===== src/sv/fmc_pkg.sv =====
// fmc_pkg: type codes, header types and the magic-number classifier
// shared by the file type classifier; depends on nothing else
package fmc_pkg;

  localparam int unsigned CNT_W     = 16;  // byte count and text window width
  localparam int unsigned MAGIC_LEN = 12;  // longest magic-number test
  localparam int unsigned LEN_W     = 4;   // holds 0..MAGIC_LEN

  typedef enum logic [4:0] {
    FT_UNKNOWN = 5'd0,
    FT_TEXT    = 5'd1,
    FT_ELF     = 5'd2,
    FT_EXE     = 5'd3,
    FT_ISO     = 5'd4,
    FT_MKV     = 5'd5,
    FT_AVI     = 5'd6,
    FT_GIF     = 5'd7,
    FT_MPG     = 5'd8,
    FT_FLAC    = 5'd9,
    FT_WAV     = 5'd10,
    FT_MP3     = 5'd11,
    FT_PDF     = 5'd12,
    FT_JPG     = 5'd13,
    FT_PNG     = 5'd14,
    FT_BMP     = 5'd15,
    FT_GZ      = 5'd16,
    FT_ZIP     = 5'd17,
    FT_RAR     = 5'd18,
    FT_BZ2     = 5'd19,
    FT_LZIP    = 5'd20,
    FT_ZLIB    = 5'd21
  } ftype_t;

  typedef logic [MAGIC_LEN-1:0][7:0] hdr_t;

  // one finished file waiting for classification
  typedef struct packed {
    hdr_t             hdr;
    logic [LEN_W-1:0] len;   // bytes seen, capped at MAGIC_LEN
    logic             high;  // non 7-bit byte inside the text window
  } snap_t;

  // priority-ordered magic-number tests, each with its own length check
  function automatic ftype_t classify(input snap_t s);
    hdr_t             h;
    logic [LEN_W-1:0] n;
    logic             riff;
    logic             jpg;
    ftype_t           ft;
    h    = s.hdr;
    n    = s.len;
    riff = (n >= LEN_W'(12)) && h[0] == 8'h52 && h[1] == 8'h49 &&
           h[2] == 8'h46 && h[3] == 8'h46;
    jpg  = (n >= LEN_W'(12)) && h[0] == 8'hff && h[1] == 8'hd8 && h[2] == 8'hff &&
           ((h[3] == 8'hdb) ||
            (h[3] == 8'he0 && h[4] == 8'h00 && h[5] == 8'h10 && h[6] == 8'h4a &&
             h[7] == 8'h46 && h[8] == 8'h49 && h[9] == 8'h46 && h[10] == 8'h00 &&
             h[11] == 8'h01) ||
            (h[3] == 8'he1 && h[6] == 8'h45 && h[7] == 8'h78 && h[8] == 8'h69 &&
             h[9] == 8'h66 && h[10] == 8'h00 && h[11] == 8'h00));
    if (n >= LEN_W'(4) && h[0] == 8'h7f && h[1] == 8'h45 && h[2] == 8'h4c &&
        h[3] == 8'h46)
      ft = FT_ELF;
    else if (n >= LEN_W'(2) && h[0] == 8'h4d && h[1] == 8'h5a)
      ft = FT_EXE;
    else if (n >= LEN_W'(5) && h[0] == 8'h43 && h[1] == 8'h44 && h[2] == 8'h30 &&
             h[3] == 8'h30 && h[4] == 8'h31)
      ft = FT_ISO;
    else if (n >= LEN_W'(4) && h[0] == 8'h1a && h[1] == 8'h45 && h[2] == 8'hdf &&
             h[3] == 8'ha3)
      ft = FT_MKV;
    else if (riff && h[8] == 8'h41 && h[9] == 8'h56 && h[10] == 8'h49 &&
             h[11] == 8'h20)
      ft = FT_AVI;
    else if (n >= LEN_W'(6) && h[0] == 8'h47 && h[1] == 8'h49 && h[2] == 8'h46 &&
             h[3] == 8'h38 && (h[4] == 8'h37 || h[4] == 8'h39) && h[5] == 8'h61)
      ft = FT_GIF;
    else if (n >= LEN_W'(4) && h[0] == 8'h00 && h[1] == 8'h00 && h[2] == 8'h01 &&
             (h[3] == 8'hba || h[3] == 8'hb3))
      ft = FT_MPG;
    else if (n >= LEN_W'(4) && h[0] == 8'h66 && h[1] == 8'h4c && h[2] == 8'h61 &&
             h[3] == 8'h43)
      ft = FT_FLAC;
    else if (riff && h[8] == 8'h57 && h[9] == 8'h41 && h[10] == 8'h56 &&
             h[11] == 8'h45)
      ft = FT_WAV;
    else if (n >= LEN_W'(3) && h[0] == 8'h49 && h[1] == 8'h44 && h[2] == 8'h33)
      ft = FT_MP3;
    else if (n >= LEN_W'(4) && h[0] == 8'h25 && h[1] == 8'h50 && h[2] == 8'h44 &&
             h[3] == 8'h46)
      ft = FT_PDF;
    else if (jpg)
      ft = FT_JPG;
    else if (n >= LEN_W'(8) && h[0] == 8'h89 && h[1] == 8'h50 && h[2] == 8'h4e &&
             h[3] == 8'h47 && h[4] == 8'h0d && h[5] == 8'h0a && h[6] == 8'h1a &&
             h[7] == 8'h0a)
      ft = FT_PNG;
    else if (n >= LEN_W'(2) && h[0] == 8'h42 && h[1] == 8'h4d)
      ft = FT_BMP;
    else if (n >= LEN_W'(2) && h[0] == 8'h1f && h[1] == 8'h8b)
      ft = FT_GZ;
    else if (n >= LEN_W'(4) && h[0] == 8'h50 && h[1] == 8'h4b &&
             ((h[2] == 8'h03 && h[3] == 8'h04) || (h[2] == 8'h05 && h[3] == 8'h06) ||
              (h[2] == 8'h07 && h[3] == 8'h08)))
      ft = FT_ZIP;
    else if (n >= LEN_W'(8) && h[0] == 8'h52 && h[1] == 8'h61 && h[2] == 8'h72 &&
             h[3] == 8'h21 && h[4] == 8'h1a && h[5] == 8'h07 &&
             (h[6] == 8'h00 || (h[6] == 8'h01 && h[7] == 8'h00)))
      ft = FT_RAR;
    else if (n >= LEN_W'(3) && h[0] == 8'h42 && h[1] == 8'h5a && h[2] == 8'h68)
      ft = FT_BZ2;
    else if (n >= LEN_W'(4) && h[0] == 8'h4c && h[1] == 8'h5a && h[2] == 8'h49 &&
             h[3] == 8'h50)
      ft = FT_LZIP;
    else if (n >= LEN_W'(2) && h[0] == 8'h78 &&
             (h[1] == 8'h01 || h[1] == 8'h9c || h[1] == 8'hda))
      ft = FT_ZLIB;
    else if (s.high)
      ft = FT_UNKNOWN;
    else
      ft = FT_TEXT;
    return ft;
  endfunction

endpackage


===== src/sv/file_magic_classifier.sv =====
// file_magic_classifier: streams a file's bytes and reports its type code
// depends on fmc_pkg for type codes, header types and the classifier
// last-marked byte -> classify stage register -> output register -> out_tvalid
// throughput: 1 byte per cycle; a new file may start right after the last byte
// the only stall is a finished result that waits in the one-deep classify stage
// while the output register is also full and not taken
// rst_n (synchronous, active low) clears count, flag, valids; text_window -> 512
module file_magic_classifier
  import fmc_pkg::*;
#(
  parameter int unsigned HEADER_BYTES = 12  // stored leading bytes, at least MAGIC_LEN (12)
) (
  input  logic       clk,
  input  logic       rst_n,
  // byte input
  input  logic       in_tvalid,
  output logic       in_tready,
  input  logic [7:0] in_tdata,   // [7:0] data_byte
  input  logic       in_tlast,   // last_byte
  // type code output
  output logic       out_tvalid,
  input  logic       out_tready,
  output logic [7:0] out_tdata,  // [4:0] file_type, [7:5] zero
  // text window register
  input  logic        cfg_valid,
  output logic        cfg_ready,
  input  logic [15:0] cfg_data   // text_window
);

  localparam logic [CNT_W-1:0] CNT_MAX = '1;

  // per-file working state
  logic [7:0]       store_r [HEADER_BYTES];  // leading bytes, no reset needed
  logic [7:0]       store_nxt [HEADER_BYTES];
  logic [CNT_W-1:0] cnt_r, cnt_nxt;
  logic [CNT_W-1:0] cnt_inc;
  logic             high_r, high_nxt;
  logic             high_upd;
  logic [CNT_W-1:0] window_r;

  // classify stage and output register
  snap_t            snap_r, snap_nxt;
  logic             snap_vld_r;
  logic [4:0]       ftype_r;
  logic             out_vld_r;

  logic in_xfer;
  logic snap_adv;

  assign cfg_ready = 1'b1;

  // a finished file leaves the classify stage when the output register frees
  assign snap_adv  = snap_vld_r && (!out_vld_r || out_tready);
  assign in_tready = !snap_vld_r || snap_adv;
  assign in_xfer   = in_tvalid && in_tready;

  // store slot, count and text flag updated with the incoming byte
  always_comb begin
    for (int i = 0; i < HEADER_BYTES; i++) begin
      store_nxt[i] = (cnt_r == CNT_W'(i)) ? in_tdata : store_r[i];
    end
    cnt_inc  = (cnt_r == CNT_MAX) ? cnt_r : cnt_r + CNT_W'(1);
    high_upd = high_r || ((cnt_r < window_r) && in_tdata[7]);
    for (int i = 0; i < MAGIC_LEN; i++) begin
      snap_nxt.hdr[i] = store_nxt[i];
    end
    snap_nxt.len  = (cnt_inc >= CNT_W'(MAGIC_LEN)) ? LEN_W'(MAGIC_LEN)
                                                   : cnt_inc[LEN_W-1:0];
    snap_nxt.high = high_upd;
    // the last byte hands the file to the classify stage and starts a new one
    if (in_xfer && in_tlast) begin
      cnt_nxt  = '0;
      high_nxt = 1'b0;
    end else if (in_xfer) begin
      cnt_nxt  = cnt_inc;
      high_nxt = high_upd;
    end else begin
      cnt_nxt  = cnt_r;
      high_nxt = high_r;
    end
  end

  always_ff @(posedge clk) begin
    if (in_xfer) begin
      store_r <= store_nxt;
    end
    if (in_xfer && in_tlast) begin
      snap_r <= snap_nxt;
    end
    if (snap_adv) begin
      ftype_r <= classify(snap_r);
    end
  end

  always_ff @(posedge clk) begin
    if (!rst_n) begin
      cnt_r      <= '0;
      high_r     <= 1'b0;
      window_r   <= CNT_W'(512);
      snap_vld_r <= 1'b0;
      out_vld_r  <= 1'b0;
    end else begin
      cnt_r  <= cnt_nxt;
      high_r <= high_nxt;
      if (cfg_valid && cfg_ready) begin
        window_r <= cfg_data;
      end
      if (in_xfer && in_tlast) begin
        snap_vld_r <= 1'b1;
      end else if (snap_adv) begin
        snap_vld_r <= 1'b0;
      end
      if (snap_adv) begin
        out_vld_r <= 1'b1;
      end else if (out_tready) begin
        out_vld_r <= 1'b0;
      end
    end
  end

  assign out_tvalid = out_vld_r;
  assign out_tdata  = {3'b000, ftype_r};

`ifndef SYNTHESIS
  // a marked byte always restarts the per-file count
  a_last_clears: assert property (@(posedge clk) disable iff (!rst_n)
    in_xfer && in_tlast |=> cnt_r == '0 && !high_r)
    else $error("count or flag not cleared after last byte");

  // an unmarked byte advances the count by one until saturation
  a_count_step: assert property (@(posedge clk) disable iff (!rst_n)
    in_xfer && !in_tlast && cnt_r != CNT_MAX |=> cnt_r == $past(cnt_r) + CNT_W'(1))
    else $error("byte count did not advance");

  // a blocked classify stage must hold off new bytes
  a_stall: assert property (@(posedge clk) disable iff (!rst_n)
    snap_vld_r && out_vld_r && !out_tready |-> !in_tready)
    else $error("input accepted while classify stage is blocked");

  // a result reaches the output the cycle after leaving the classify stage
  a_adv_out: assert property (@(posedge clk) disable iff (!rst_n)
    snap_adv |=> out_tvalid && out_tdata[4:0] <= FT_ZLIB)
    else $error("result lost or out of range");
`endif

endmodule

===== config.mk =====
export PLATFORM = sky130hd
export DESIGN_NAME = file_magic_classifier
export DESIGN_NICKNAME = d
export VERILOG_FILES = /design/src/sv/fmc_pkg.sv /design/src/sv/file_magic_classifier.sv
export SDC_FILE = /design/constraint.sdc
export NUM_CORES = 1
export LEC_CHECK = 0
export BUFFER_PORTS_ARGS = -buffer_cell sky130_fd_sc_hd__buf_2
export CAP_MARGIN = 40
export CORE_MARGIN = 2
export CORE_UTILIZATION = 58
export CTS_CLUSTER_SIZE = 12
export DETAILED_ROUTE_END_ITERATION = 10
export PLACE_DENSITY_LB_ADDON = 0.1
export SYNTH_ARGS = -nofsm -noshare
export SYNTH_HDL_FRONTEND = slang
export SYNTH_SLANG_ARGS = --single-unit

===== constraint.sdc =====
create_clock -name clk -period 13.4 [get_ports clk]
set_input_delay 1.34 -clock clk [delete_from_list [all_inputs] [get_ports clk]]
set_output_delay 1.34 -clock clk [all_outputs]
set_load 0.02 [all_outputs]

==> out/metrics.yaml <==
skew_ns: 0.00947
place_congestion: 0.951
drt-pass1-iter-count: 5
h-tree-depth: 1
leakage_uw: 0.00421
path_max_fanout: 3
cp.arrival_ns: 1.95
finalWorstSetupSlack_ns: 10.11
synth_common_cells: "edfxtp_1, mux2_2, nor2_1"
fmax_mhz: 304
num_io_pins: 41
fin_crit_sh: 0.245
grt_pass1_wl_um: 42800
fill_cells: 1388
port_buffers: 36
cts_tree: "done"
p_comb_frac: 0.060
yosysTopAreaCellShare: 0.543
final-seq-area_mm2: 0.00677
swShare: 0.220
grt_pass1_vias: 7464
area_delta_synth_final_pct: 10.6
synth_cell_types: 67
cts_max_path_buffers: 3
hold_buffers: 0
hold_viol: 0
antenna_found_initial: 0
grt_overflow: 0
cp.required_ns: 12.06
multiInputGateArea_mm2: 0.00415
hp-class: "reg2reg"
p_switching_uw: 355
numCtsBuffers: 26
post-route-min-period_ns: 3.29
synthArstFlopShare: 0
die_area_mm2: 0.0204
internal_power_uw: 1260
synth_edf_count: 202
ys_ff_latch: 237
power.density_mw_per_mm2: 131
post-place-ws_ns: 9.59
fin_nets: 944
fp-row-count: 50
antenna_cells: 0
clock_sinks: 237
synthCells: 863
syn_area_mm2: 0.0112
run_status: "completed"
grt_max_degree: 67
cts_resized: 0
worstMarginPinSlew_ns: 0.879
worstSetupStartpointType: "input pin"
route.met3.wl_um: 1830
synth_top_flop_cell: "edfxtp_1"
power_frac_seq: 0.541
slew_headroom: 0.414
endpoint_kind: "output port"
yosysWarnings: 0
drc: 0
post-cts-setup-buffer-count: 0
via_count: 7516
cap_violations: 0
synth_top_area_cell: "edfxtp_1"
dp_hpwl_um: 19500
dieWidth_um: 143
wl_per_cell_um: 23.4
path_clk_slew_ns: 0.06
drt-met1-wl_um: 11400
synth.avg_cell_area_um2: 12.9
fin_tns_setup_ns: 0
finalSetupViolCount: 0
ant_nets: 0
drt-initial-drc-count: 628
setup.worst_path.class: "in2out"
die_h_um: 143
clk_latency_ns: 0.52
initial_utilization: 0.593
maxSlewViolCount: 0
highest_layer: "met4"
power.share.clock: 0.399
yosysMostFrequentCell: "edfxtp_1"
viasPerCell: 6.41
seq_area_frac_synth: 0.606
grt_setup_unrepaired: "no"
clock-root-buffer: "clkbuf_16"
max-vdd-ir-drop_mv: 0.0857
wl_um: 27500
drive_above_1_share: 0.205
met2_length_um: 13100
synthTopCellsByArea: "edfxtp_1, mux2_2, dfxtp_1"
grt_usage: 0.276
core_mm2: 0.0188
[final cells by class]
class                           instances  share of cell area
Clock buffer                           32              0.0545
Clock inverter                         14             0.00790
Inverter                               25             0.00800
Multi-Input combinational cell        565               0.336
Sequential cell                       237               0.548
Tap cell                              260              0.0263
Timing Repair Buffer                   40              0.0189
[sequential cells by signal (all words and copies together) (netlist names)]
| signal | flops |
|---|---|
| snap_vld_r | 1 |
| high_r | 1 |
| out_tvalid | 1 |
| store_r | 96 |
| window_r | 16 |
| ftype_r | 5 |
| cnt_r | 16 |
| snap_r | 101 |
[worst max-delay path, cell delays in order]
cell and delay, ns:
buf_2 0.10, nor2b_1 0.20, nand2_1 0.13, buf_2 0.17
[power by group through the flow]
stage | Clock, uW | Combinational (uW) | Sequential, uW
after floorplan | 0 | 68.9 | 877
after global placement | 0 | 91.4 | 886
after detailed placement | 0 | 96.1 | 888
after CTS | 655 | 96.5 | 873
after global routing | 683 | 105 | 877
final | 644 | 96.5 | 874
[per-stage QoR]
stage           util  total power (uW)  hold WS, ns  std cells  instance area, um2
2_1_floorplan      -               946        0.455        865               11200
3_3_place_gp   0.613               978        0.466       1125               11500
3_5_place_dp   0.615               984        0.479       1127               11600
4_1_cts        0.656              1620        0.490       1173               12300
5_1_grt        0.656              1660        0.497       1173               12300
6_report       0.656              1610        0.490       1173               12300
[cell usage in the layout, fill, tap and decap left out, types with 4 or more instances in the layout]
cell type  count
a21oi_1       22
and3_1         8
and3b_1        6
and4_1         4
and4b_1        6
buf_2         36
clkbuf_1       6
clkbuf_16     26
clkinv_1       7
clkinv_2       5
conb_1         4
dfxtp_1       35
edfxtp_1     202
ha_1          19
inv_1         23
mux2_2        94
mux2i_1       18
nand2_1       45
nand2b_1       8
nand3_1       28
nand3b_1       5
nand4_1       38
nand4b_1       7
nor2_1        52
nor2b_1       30
nor3_1        24
nor3b_1        8
nor4_1        31
nor4b_1        9
nor4bb_1       8
o21ai_0       15
or3_1          7
xnor2_1        9
xor2_1         5
[kinds of logic after synthesis]
logic type                 Yosys count  share of synthesized area
and+or+nand+nor                    348                      0.188
DFF                                237                      0.606
AOI/OAI and AO/OA                   66                     0.0370
buffers and inverters               63                     0.0230
muxes                              114                      0.113
xor gates and xnor gates            14                     0.0110
adders and majority gates           19                     0.0213
other                                2                   0.000672
[per-layer routing]
layer / GRT usage / vias to the layer above
li1: - / 3391
met1: 0.368 / 3699
met2: 0.456 / 345
met3: 0.0459 / 81
met4: 0.106 / 0
met5: 0 / -
[path summary, 6_finish.rpt]
kind | from | endpoint | slack [ns] | depth (start not counted)
worst min register to register | snap_vld_r | out_tvalid | 0.49 | 1
worst min-delay path | snap_vld_r | out_tvalid | 0.49 | 1
worst max register to register | snap_r[26] | ftype_r[0] | 10.41 | 7
worst max-delay path | out_tready | in_tready | 10.11 | 4
Note: power is estimated with default switching activity, not from simulation.
